[src/hw/rtl/lnls_pkg.sv]
// Package for the leading number length scanner.
// Holds request types, the scan phase encoding, character codes and class helpers.
// No dependencies.
package lnls_pkg;

  // Payload of one input request: one string byte and its end mark
  typedef struct packed {
    logic [7:0] char_code;
    logic       last_char;
  } in_req_t;

  // Payload of one result request
  typedef struct packed {
    logic [7:0] number_length;
    logic       too_long;
  } out_req_t;

  // Scan phase, one-hot
  typedef enum logic [9:0] {
    PhLead    = 10'b00_0000_0001,
    PhSignSp  = 10'b00_0000_0010,
    PhInt     = 10'b00_0000_0100,
    PhFrac    = 10'b00_0000_1000,
    PhExp     = 10'b00_0001_0000,
    PhExpSign = 10'b00_0010_0000,
    PhExpDig  = 10'b00_0100_0000,
    PhTail    = 10'b00_1000_0000,
    PhRest    = 10'b01_0000_0000,
    PhNone    = 10'b10_0000_0000
  } phase_e;

  // ASCII codes the scanner reacts to
  localparam logic [7:0] ChPlus  = 8'h2B;
  localparam logic [7:0] ChMinus = 8'h2D;
  localparam logic [7:0] ChExpUp = 8'h45;
  localparam logic [7:0] ChExpLo = 8'h65;
  localparam logic [7:0] ChDot   = 8'h2E;
  localparam logic [7:0] ChSpace = 8'h20;
  localparam logic [7:0] ChZero  = 8'h30;
  localparam logic [7:0] ChNine  = 8'h39;

  // Largest value the length field can carry
  localparam int unsigned LenMax = 255;

  function automatic logic is_digit(input logic [7:0] c);
    is_digit = (c >= ChZero) && (c <= ChNine);
  endfunction

  function automatic logic is_sign(input logic [7:0] c);
    is_sign = (c == ChPlus) || (c == ChMinus);
  endfunction

  function automatic logic is_exp(input logic [7:0] c);
    is_exp = (c == ChExpUp) || (c == ChExpLo);
  endfunction

endpackage

[src/hw/rtl/lnls_core.sv]
// Scan phase machine and position counters of the leading number length scanner.
// Advances one character per step and forms the result for the closing character.
// Depends on lnls_pkg.
module lnls_core #(
  parameter int unsigned MAX_LEN = 255
) (
  input  logic               clk_i,
  input  logic               rst_ni,
  input  logic               step_i,
  input  lnls_pkg::in_req_t  char_i,
  output lnls_pkg::out_req_t res_o
);

  localparam int unsigned PosW = $clog2(MAX_LEN + 1);
  localparam int unsigned ExtW = (PosW > 8) ? PosW : 8;

  lnls_pkg::phase_e phase_q, phase_d;
  logic [PosW-1:0]  pos_q, pos_d;
  logic [PosW-1:0]  end_q, end_d;
  logic             dig_q, dig_d;
  logic             tail_q, tail_d;
  logic             ovf_q, ovf_d;
  logic [7:0]       c;
  logic [PosW-1:0]  len;
  logic [ExtW-1:0]  len_ext;

  assign c = char_i.char_code;

  // Advance the phase machine by one character
  always_comb begin
    phase_d = phase_q;
    end_d   = end_q;
    dig_d   = dig_q;
    tail_d  = tail_q;
    unique case (phase_q)
      lnls_pkg::PhLead, lnls_pkg::PhSignSp: begin
        if (c != lnls_pkg::ChSpace) begin
          if (phase_q == lnls_pkg::PhLead && lnls_pkg::is_sign(c)) begin
            phase_d = lnls_pkg::PhSignSp;
          end else if (lnls_pkg::is_digit(c)) begin
            dig_d   = 1'b1;
            phase_d = lnls_pkg::PhInt;
          end else if (c == lnls_pkg::ChDot) begin
            phase_d = lnls_pkg::PhFrac;
          end else begin
            phase_d = lnls_pkg::PhNone;
          end
        end
      end
      lnls_pkg::PhInt, lnls_pkg::PhFrac: begin
        if (lnls_pkg::is_digit(c)) begin
          dig_d = 1'b1;
        end else if (c == lnls_pkg::ChDot && phase_q == lnls_pkg::PhInt) begin
          phase_d = lnls_pkg::PhFrac;
        end else if (!dig_q) begin
          phase_d = lnls_pkg::PhNone;
        end else if (lnls_pkg::is_exp(c)) begin
          end_d   = pos_q;
          phase_d = lnls_pkg::PhExp;
        end else begin
          // close the number just before this character
          end_d = pos_q;
          if (c == lnls_pkg::ChSpace) begin
            phase_d = lnls_pkg::PhTail;
          end else begin
            phase_d = lnls_pkg::PhRest;
            tail_d  = 1'b0;
          end
        end
      end
      lnls_pkg::PhExp: begin
        if (lnls_pkg::is_sign(c)) begin
          phase_d = lnls_pkg::PhExpSign;
        end else if (lnls_pkg::is_digit(c)) begin
          phase_d = lnls_pkg::PhExpDig;
        end else begin
          phase_d = lnls_pkg::PhRest;
          tail_d  = 1'b0;
        end
      end
      lnls_pkg::PhExpSign: begin
        if (lnls_pkg::is_digit(c)) begin
          phase_d = lnls_pkg::PhExpDig;
        end else begin
          phase_d = lnls_pkg::PhRest;
          tail_d  = 1'b0;
        end
      end
      lnls_pkg::PhExpDig: begin
        if (!lnls_pkg::is_digit(c)) begin
          end_d = pos_q;
          if (c == lnls_pkg::ChSpace) begin
            phase_d = lnls_pkg::PhTail;
          end else begin
            phase_d = lnls_pkg::PhRest;
            tail_d  = 1'b0;
          end
        end
      end
      lnls_pkg::PhTail: begin
        if (c != lnls_pkg::ChSpace) begin
          phase_d = lnls_pkg::PhRest;
          tail_d  = 1'b0;
        end
      end
      default: begin
        phase_d = phase_q;
      end
    endcase
  end

  // Count characters, saturating at the maximum length
  always_comb begin
    pos_d = pos_q;
    ovf_d = ovf_q;
    if (pos_q < PosW'(MAX_LEN)) begin
      pos_d = pos_q + PosW'(1);
    end else begin
      ovf_d = 1'b1;
    end
  end

  // Pick the length from the phase reached on the closing character
  always_comb begin
    unique case (phase_d)
      lnls_pkg::PhInt, lnls_pkg::PhExpDig: len = pos_d;
      lnls_pkg::PhFrac:  len = dig_d ? pos_d : '0;
      lnls_pkg::PhExp, lnls_pkg::PhExpSign, lnls_pkg::PhRest: len = end_d;
      lnls_pkg::PhTail:  len = tail_d ? pos_d : end_d;
      default:           len = '0;
    endcase
    len_ext = ExtW'(len);
    res_o.number_length = (len_ext > ExtW'(lnls_pkg::LenMax)) ? 8'hFF : len_ext[7:0];
    res_o.too_long      = ovf_d;
  end

  // Update state; drop back to the reset values after the closing character
  always_ff @(posedge clk_i or negedge rst_ni) begin
    if (!rst_ni) begin
      phase_q <= lnls_pkg::PhLead;
      pos_q   <= '0;
      end_q   <= '0;
      dig_q   <= 1'b0;
      tail_q  <= 1'b1;
      ovf_q   <= 1'b0;
    end else if (step_i) begin
      if (char_i.last_char) begin
        phase_q <= lnls_pkg::PhLead;
        pos_q   <= '0;
        end_q   <= '0;
        dig_q   <= 1'b0;
        tail_q  <= 1'b1;
        ovf_q   <= 1'b0;
      end else begin
        phase_q <= phase_d;
        pos_q   <= pos_d;
        end_q   <= end_d;
        dig_q   <= dig_d;
        tail_q  <= tail_d;
        ovf_q   <= ovf_d;
      end
    end
  end

endmodule

[src/hw/rtl/leading_number_length_scanner.sv]
// Leading number length scanner, top level.
// Input register, scan core and result register; depends on lnls_pkg and lnls_core.
//
// Usage:
//   A string enters one byte per input request (in_req_i.char_code), the final
//   byte marked by in_req_i.last_char. Only the final byte produces a result
//   request: the length of the leading number (0 if there is none) and a flag
//   set when the string ran past MAX_LEN characters, the length then saturated.
//   Lengths above 255 read as 255.
//   The final byte is first held in the input register; the result register
//   loads when that byte steps the core.
//   Throughput: one byte per cycle unless a final byte is stalled (below);
//   each byte makes one pass through the phase machine between the input
//   register and the scan state.
//   The input register advances while the result register still holds an
//   untaken result, so non-final bytes keep flowing. A final byte waits in the
//   input register only while the result register is full and stalled.
//   Reset (rst_ni low, asynchronous) drops any pending request and starts
//   a new string in the leading spaces phase. No clearing pass is needed.
module leading_number_length_scanner #(
  parameter int unsigned MAX_LEN = 255
) (
  input  logic               clk_i,
  input  logic               rst_ni,
  input  logic               in_valid_i,
  output logic               in_ready_o,
  input  lnls_pkg::in_req_t  in_req_i,
  output logic               out_valid_o,
  input  logic               out_ready_i,
  output lnls_pkg::out_req_t out_rsp_o
);

  logic               in_vld_q;
  lnls_pkg::in_req_t  in_req_q;
  logic               out_vld_q;
  lnls_pkg::out_req_t out_rsp_q;
  logic               out_free;
  logic               step;
  lnls_pkg::out_req_t res;

  // Step the core unless a final byte finds the result register blocked
  assign out_free   = !out_vld_q || out_ready_i;
  assign step       = in_vld_q && (!in_req_q.last_char || out_free);
  assign in_ready_o = !in_vld_q || step;

  // Hold the accepted byte
  always_ff @(posedge clk_i or negedge rst_ni) begin
    if (!rst_ni) begin
      in_vld_q <= 1'b0;
    end else if (in_ready_o) begin
      in_vld_q <= in_valid_i;
    end
  end

  always_ff @(posedge clk_i) begin
    if (in_ready_o && in_valid_i) begin
      in_req_q <= in_req_i;
    end
  end

  lnls_core #(
    .MAX_LEN (MAX_LEN)
  ) u_core (
    .clk_i  (clk_i),
    .rst_ni (rst_ni),
    .step_i (step),
    .char_i (in_req_q),
    .res_o  (res)
  );

  // Load the result on the final byte, clear it once taken
  always_ff @(posedge clk_i or negedge rst_ni) begin
    if (!rst_ni) begin
      out_vld_q <= 1'b0;
    end else if (step && in_req_q.last_char) begin
      out_vld_q <= 1'b1;
    end else if (out_ready_i) begin
      out_vld_q <= 1'b0;
    end
  end

  always_ff @(posedge clk_i) begin
    if (step && in_req_q.last_char) begin
      out_rsp_q <= res;
    end
  end

  assign out_valid_o = out_vld_q;
  assign out_rsp_o   = out_rsp_q;

endmodule
[config.mk]
export PLATFORM = sky130hd
export DESIGN_NAME = leading_number_length_scanner
export DESIGN_NICKNAME = d
export VERILOG_FILES = /design/src/hw/rtl/lnls_pkg.sv /design/src/hw/rtl/lnls_core.sv /design/src/hw/rtl/leading_number_length_scanner.sv
export SDC_FILE = /design/constraint.sdc
export NUM_CORES = 1
export LEC_CHECK = 0
export ABC_AREA = 1
export BUFFER_PORTS_ARGS = -buffer_cell sky130_fd_sc_hd__buf_2
export CORE_MARGIN = 5
export CORE_UTILIZATION = 35
export DETAILED_ROUTE_END_ITERATION = 12
export SLEW_MARGIN = 20
export SYNTH_ARGS = -nofsm -noshare
export SYNTH_HDL_FRONTEND = slang
export SYNTH_SLANG_ARGS = --single-unit
[constraint.sdc]
create_clock -name clk_i -period 2.6 [get_ports clk_i]
set_clock_uncertainty 0.2 [all_clocks]
set_input_delay 0.52 -clock clk_i [delete_from_list [all_inputs] [get_ports clk_i]]
set_output_delay 0.52 -clock clk_i [all_outputs]
set_load 0.005 [all_outputs]
==> impl_metrics.py <==
metrics = {
    "outcome": {
        "status": "complete, no violations",
    },
    "floorplan": {
        "start_util_pct": 35.91,
        "die_h_um": 104.8,
        "pin_count": 24,
        "coreArea_mm2": 0.008763,
        "die_w_um": 104.8,
        "row_count": 34,
        "die_area_mm2": 0.01099,
    },
    "place": {
        "place_area_mm2": 0.003495,
        "dp_hpwl_um": 5987,
        "gp_congestion": 0.9397,
        "port_buffers": 23,
    },
    "clock_tree": {
        "cts_tree": "done",
        "numClockSinks": 49,
        "cts_buffers": 5,
        "clk_latency_ns": 0.31,
        "clock-root-buffer": "clkbuf_8",
        "h-tree-depth": 2,
        "postCtsHoldBufs": 0,
        "clk_path_buf_depth": 2,
        "clk_pin_slew_ns": 0.10,
    },
    "final_layout": {
        "fin_area_mm2": 0.003930,
        "area_growth_pct": 24.89,
        "final_layout_size_suffix_gt1_share_pct": 29.86,
        "diodes": 0,
        "fin_nets": 502,
        "num-fill-cells": 885,
    },
    "sta": {
        "max_freq_mhz": 388.0,
        "slew_violations": 0,
        "worst_pin_slew_ns": 0.7198,
        "finalSetupViolCount": 0,
        "maxSlewHeadroom_pct": 52.01,
        "hold_viol_final": 0,
        "rsz0062_at_grt": "yes",
        "period_needed_ns": 2.577,
        "fin_crit_sh_pct": 99.13,
    },
    "setup_path": {
        "r2r_setup_slack_ns": 0.02,
        "cp.required_ns": 2.47,
        "worst-path-max-fanout": 8,
        "crit_type": "flop to flop",
        "r2r_end": "out_rsp_o[7]",
        "r2r_start": "u_core.phase_q[8]",
        "end_kind": "flop",
        "worstRegToRegCells": 15,
        "start_kind": "flop",
        "cp_data_arrival_time_ns": 2.45,
    },
    "global_route": {
        "antenna_found_initial": 0,
        "grt_pass1_wl_um": 13000,
        "grtUsageTotal_pct": 14.07,
        "grt_max_degree": 32,
        "overflow": 0,
        "grt_pass1_vias": 2714,
    },
    "logic_synthesis": {
        "synth-async-reset-ratio_pct": 63.27,
        "yosysSeqAreaShare_pct": 41.91,
        "synth.top_cells.by_count": "nand2_1 (123), inv_1 (57), nor2_1 (52)",
        "yosysTopAreaCellShare_pct": 23.06,
        "synth_edf_count": 18,
        "ys.flop_type": "dfrtp_1",
        "avgSynthCellArea_um2": 7.301,
        "synthCells": 431,
        "synth_top_area_cell": "dfrtp_1",
        "yosysWarnings": 0,
        "synth.most_common_cell": "nand2_1",
        "syn_nets": 445,
        "synthesis.area_mm2": 0.003147,
        "synth.area.top_cells": "dfrtp_1 (23%), edfxtp_1 (17%), nand2_1 (15%), inv_1 (6.8%), nor2_1 (6.2%)",
        "synth-seq-cells": 49,
        "yosysUniqueCellTypes": 35,
    },
    "power": {
        "p_leak_nw": 1.848,
        "finalPower_mw": 3.053,
        "power-per-cell-area_mw_per_mm2": 776.9,
        "peakVddDrop_uv": 313.0,
    },
    "route": {
        "drc": 0,
        "dr.pass1.iters": 5,
        "viasPerCell": 5.064,
        "wl_per_cell_um": 13.94,
        "drtIter0Drc": 238,
        "vias": 3023,
        "ant_nets": 0,
        "drt-total-wl_um": 8323,
    },
    "worst_hold_path": {
        "hold_path.class": "input port to asynchronous set/reset pin",
    },
    "flow_run": {
        "maxCapViolCount": 0,
    },
}
-- registers in the layout, indices dropped and copies added (netlist names) --
signal	count
u_core.phase_q	10
in_req_q	9
out_rsp_o	9
u_core.end_q	8
u_core.pos_q	8
in_vld_q	1
out_valid_o	1
u_core.dig_q	1
u_core.ovf_q	1
u_core.tail_q	1
-- cell usage in the layout (no fill, tap or decap), types with 2 or more instances in the layout --
cell	instances
buf_6	2
nand2_1	108
inv_2	6
dfrtp_1	26
a22o_1	7
nand4_1	7
nand2_2	20
dfstp_2	2
a21oi_1	4
dfrtp_2	3
edfxtp_1	18
nor3_2	3
o31ai_2	4
nor2_1	39
nand3_4	3
o31ai_1	3
o21ai_0	16
o21ai_2	2
o22ai_1	13
xor2_1	5
inv_1	56
o21ai_1	2
nand2_4	3
nand3_2	5
nand3_1	29
nor2_2	18
buf_4	29
buf_2	24
clkbuf_8	5
nor2_4	10
nor3_1	6
-- power by group --
group,internal (mW),switching [mW]
clock network,0.250,0.279
logic,0.581,0.996
registers,0.877,0.0698
total,1.71,1.34
-- layout make-up --
cell class	count	area [um^2]	share of cell area, %
clock buffers	6	93.84	2.388
clock inverters	2	13.76	0.3502
multi-input cells	314	1752	44.57
repair buffers	56	380.4	9.678
well taps	108	135.1	3.438
inverters	62	232.7	5.922
flip-flops and latches	49	1323	33.65
-- routing by layer --
metal	GRT usage (%)	wire length [um]
met3	1.788	372
met4	3.744	174
met2	22.44	3720
met1	20.16	4056
met5	0	0
-- what timing repair did --
item / in CTS / in global routing
pin swaps: 0 / 27
resized for setup: 3 / 54
setup buffers: 0 / 17
endpoints found under the setup margin: 8 / 9
cloned: 0 / 1
-- critical path, stage by stage (launching register included) --
cell     delay (ns)
dfrtp_1        0.42
nor2_2         0.17
buf_6          0.16
nand3_4        0.09
nor2_4         0.23
nand2_2        0.08
nor2_2         0.11
nand2_2        0.10
nand4_1        0.16
nor2_1         0.07
nand3_1        0.07
nor2_1         0.05
nor2_2         0.14
nand3_4        0.14
nand2_1        0.10
nand2_1        0.05
-- cells by family (layout without fill, tap and decap cells) --
| group | Yosys count | after routing | share of synthesized area, % |
|---|---|---|---|
| adder cells (fa/ha/maj) | 1 | 1 | 0.3976 |
| buffers and inverters | 68 | 126 | 8.270 |
| flip-flops | 49 | 49 | 41.91 |
| AND/OR/NAND/NOR | 255 | 255 | 37.34 |
| XOR/XNOR | 5 | 5 | 1.392 |
| AO/OA/AOI/OAI | 53 | 53 | 10.70 |
-- metrics by stage --
stage | hold slack (ns) | cells | TNS, ns | worst slack (ns) | utilization, %
finish | 0.06222 | 597 | 0 | 0.02258 | 44.85
global route | 0.1175 | 597 | -0.7081 | -0.1070 | 44.85
global placement | 0.2890 | 571 | -0.2681 | -0.05232 | 39.88
CTS | 0.08932 | 579 | 0 | 0.02661 | 41.19
detailed placement | 0.2917 | 571 | -0.1749 | -0.03142 | 39.88
floorplan | 0.02441 | 431 | 0 | 0.3032 | -
-- worst max path at each step --
| stage | to | cells past startpoint | startpoint | slack [ns] |
|---|---|---|---|---|
| after floorplan | out_rsp_o[1] | 15 | u_core.phase_q[0] | 0.30 |
| after global placement | out_rsp_o[4] | 15 | u_core.phase_q[0] | -0.05 |
| after detailed placement | out_rsp_o[6] | 15 | u_core.phase_q[0] | -0.03 |
| after CTS | out_rsp_o[4] | 16 | u_core.phase_q[8] | 0.03 |
| after global routing | out_rsp_o[7] | 15 | u_core.phase_q[8] | -0.11 |
| final | out_rsp_o[7] | 15 | u_core.phase_q[8] | 0.02 |
No activity file was read; power rests on OpenSTA's default activity.
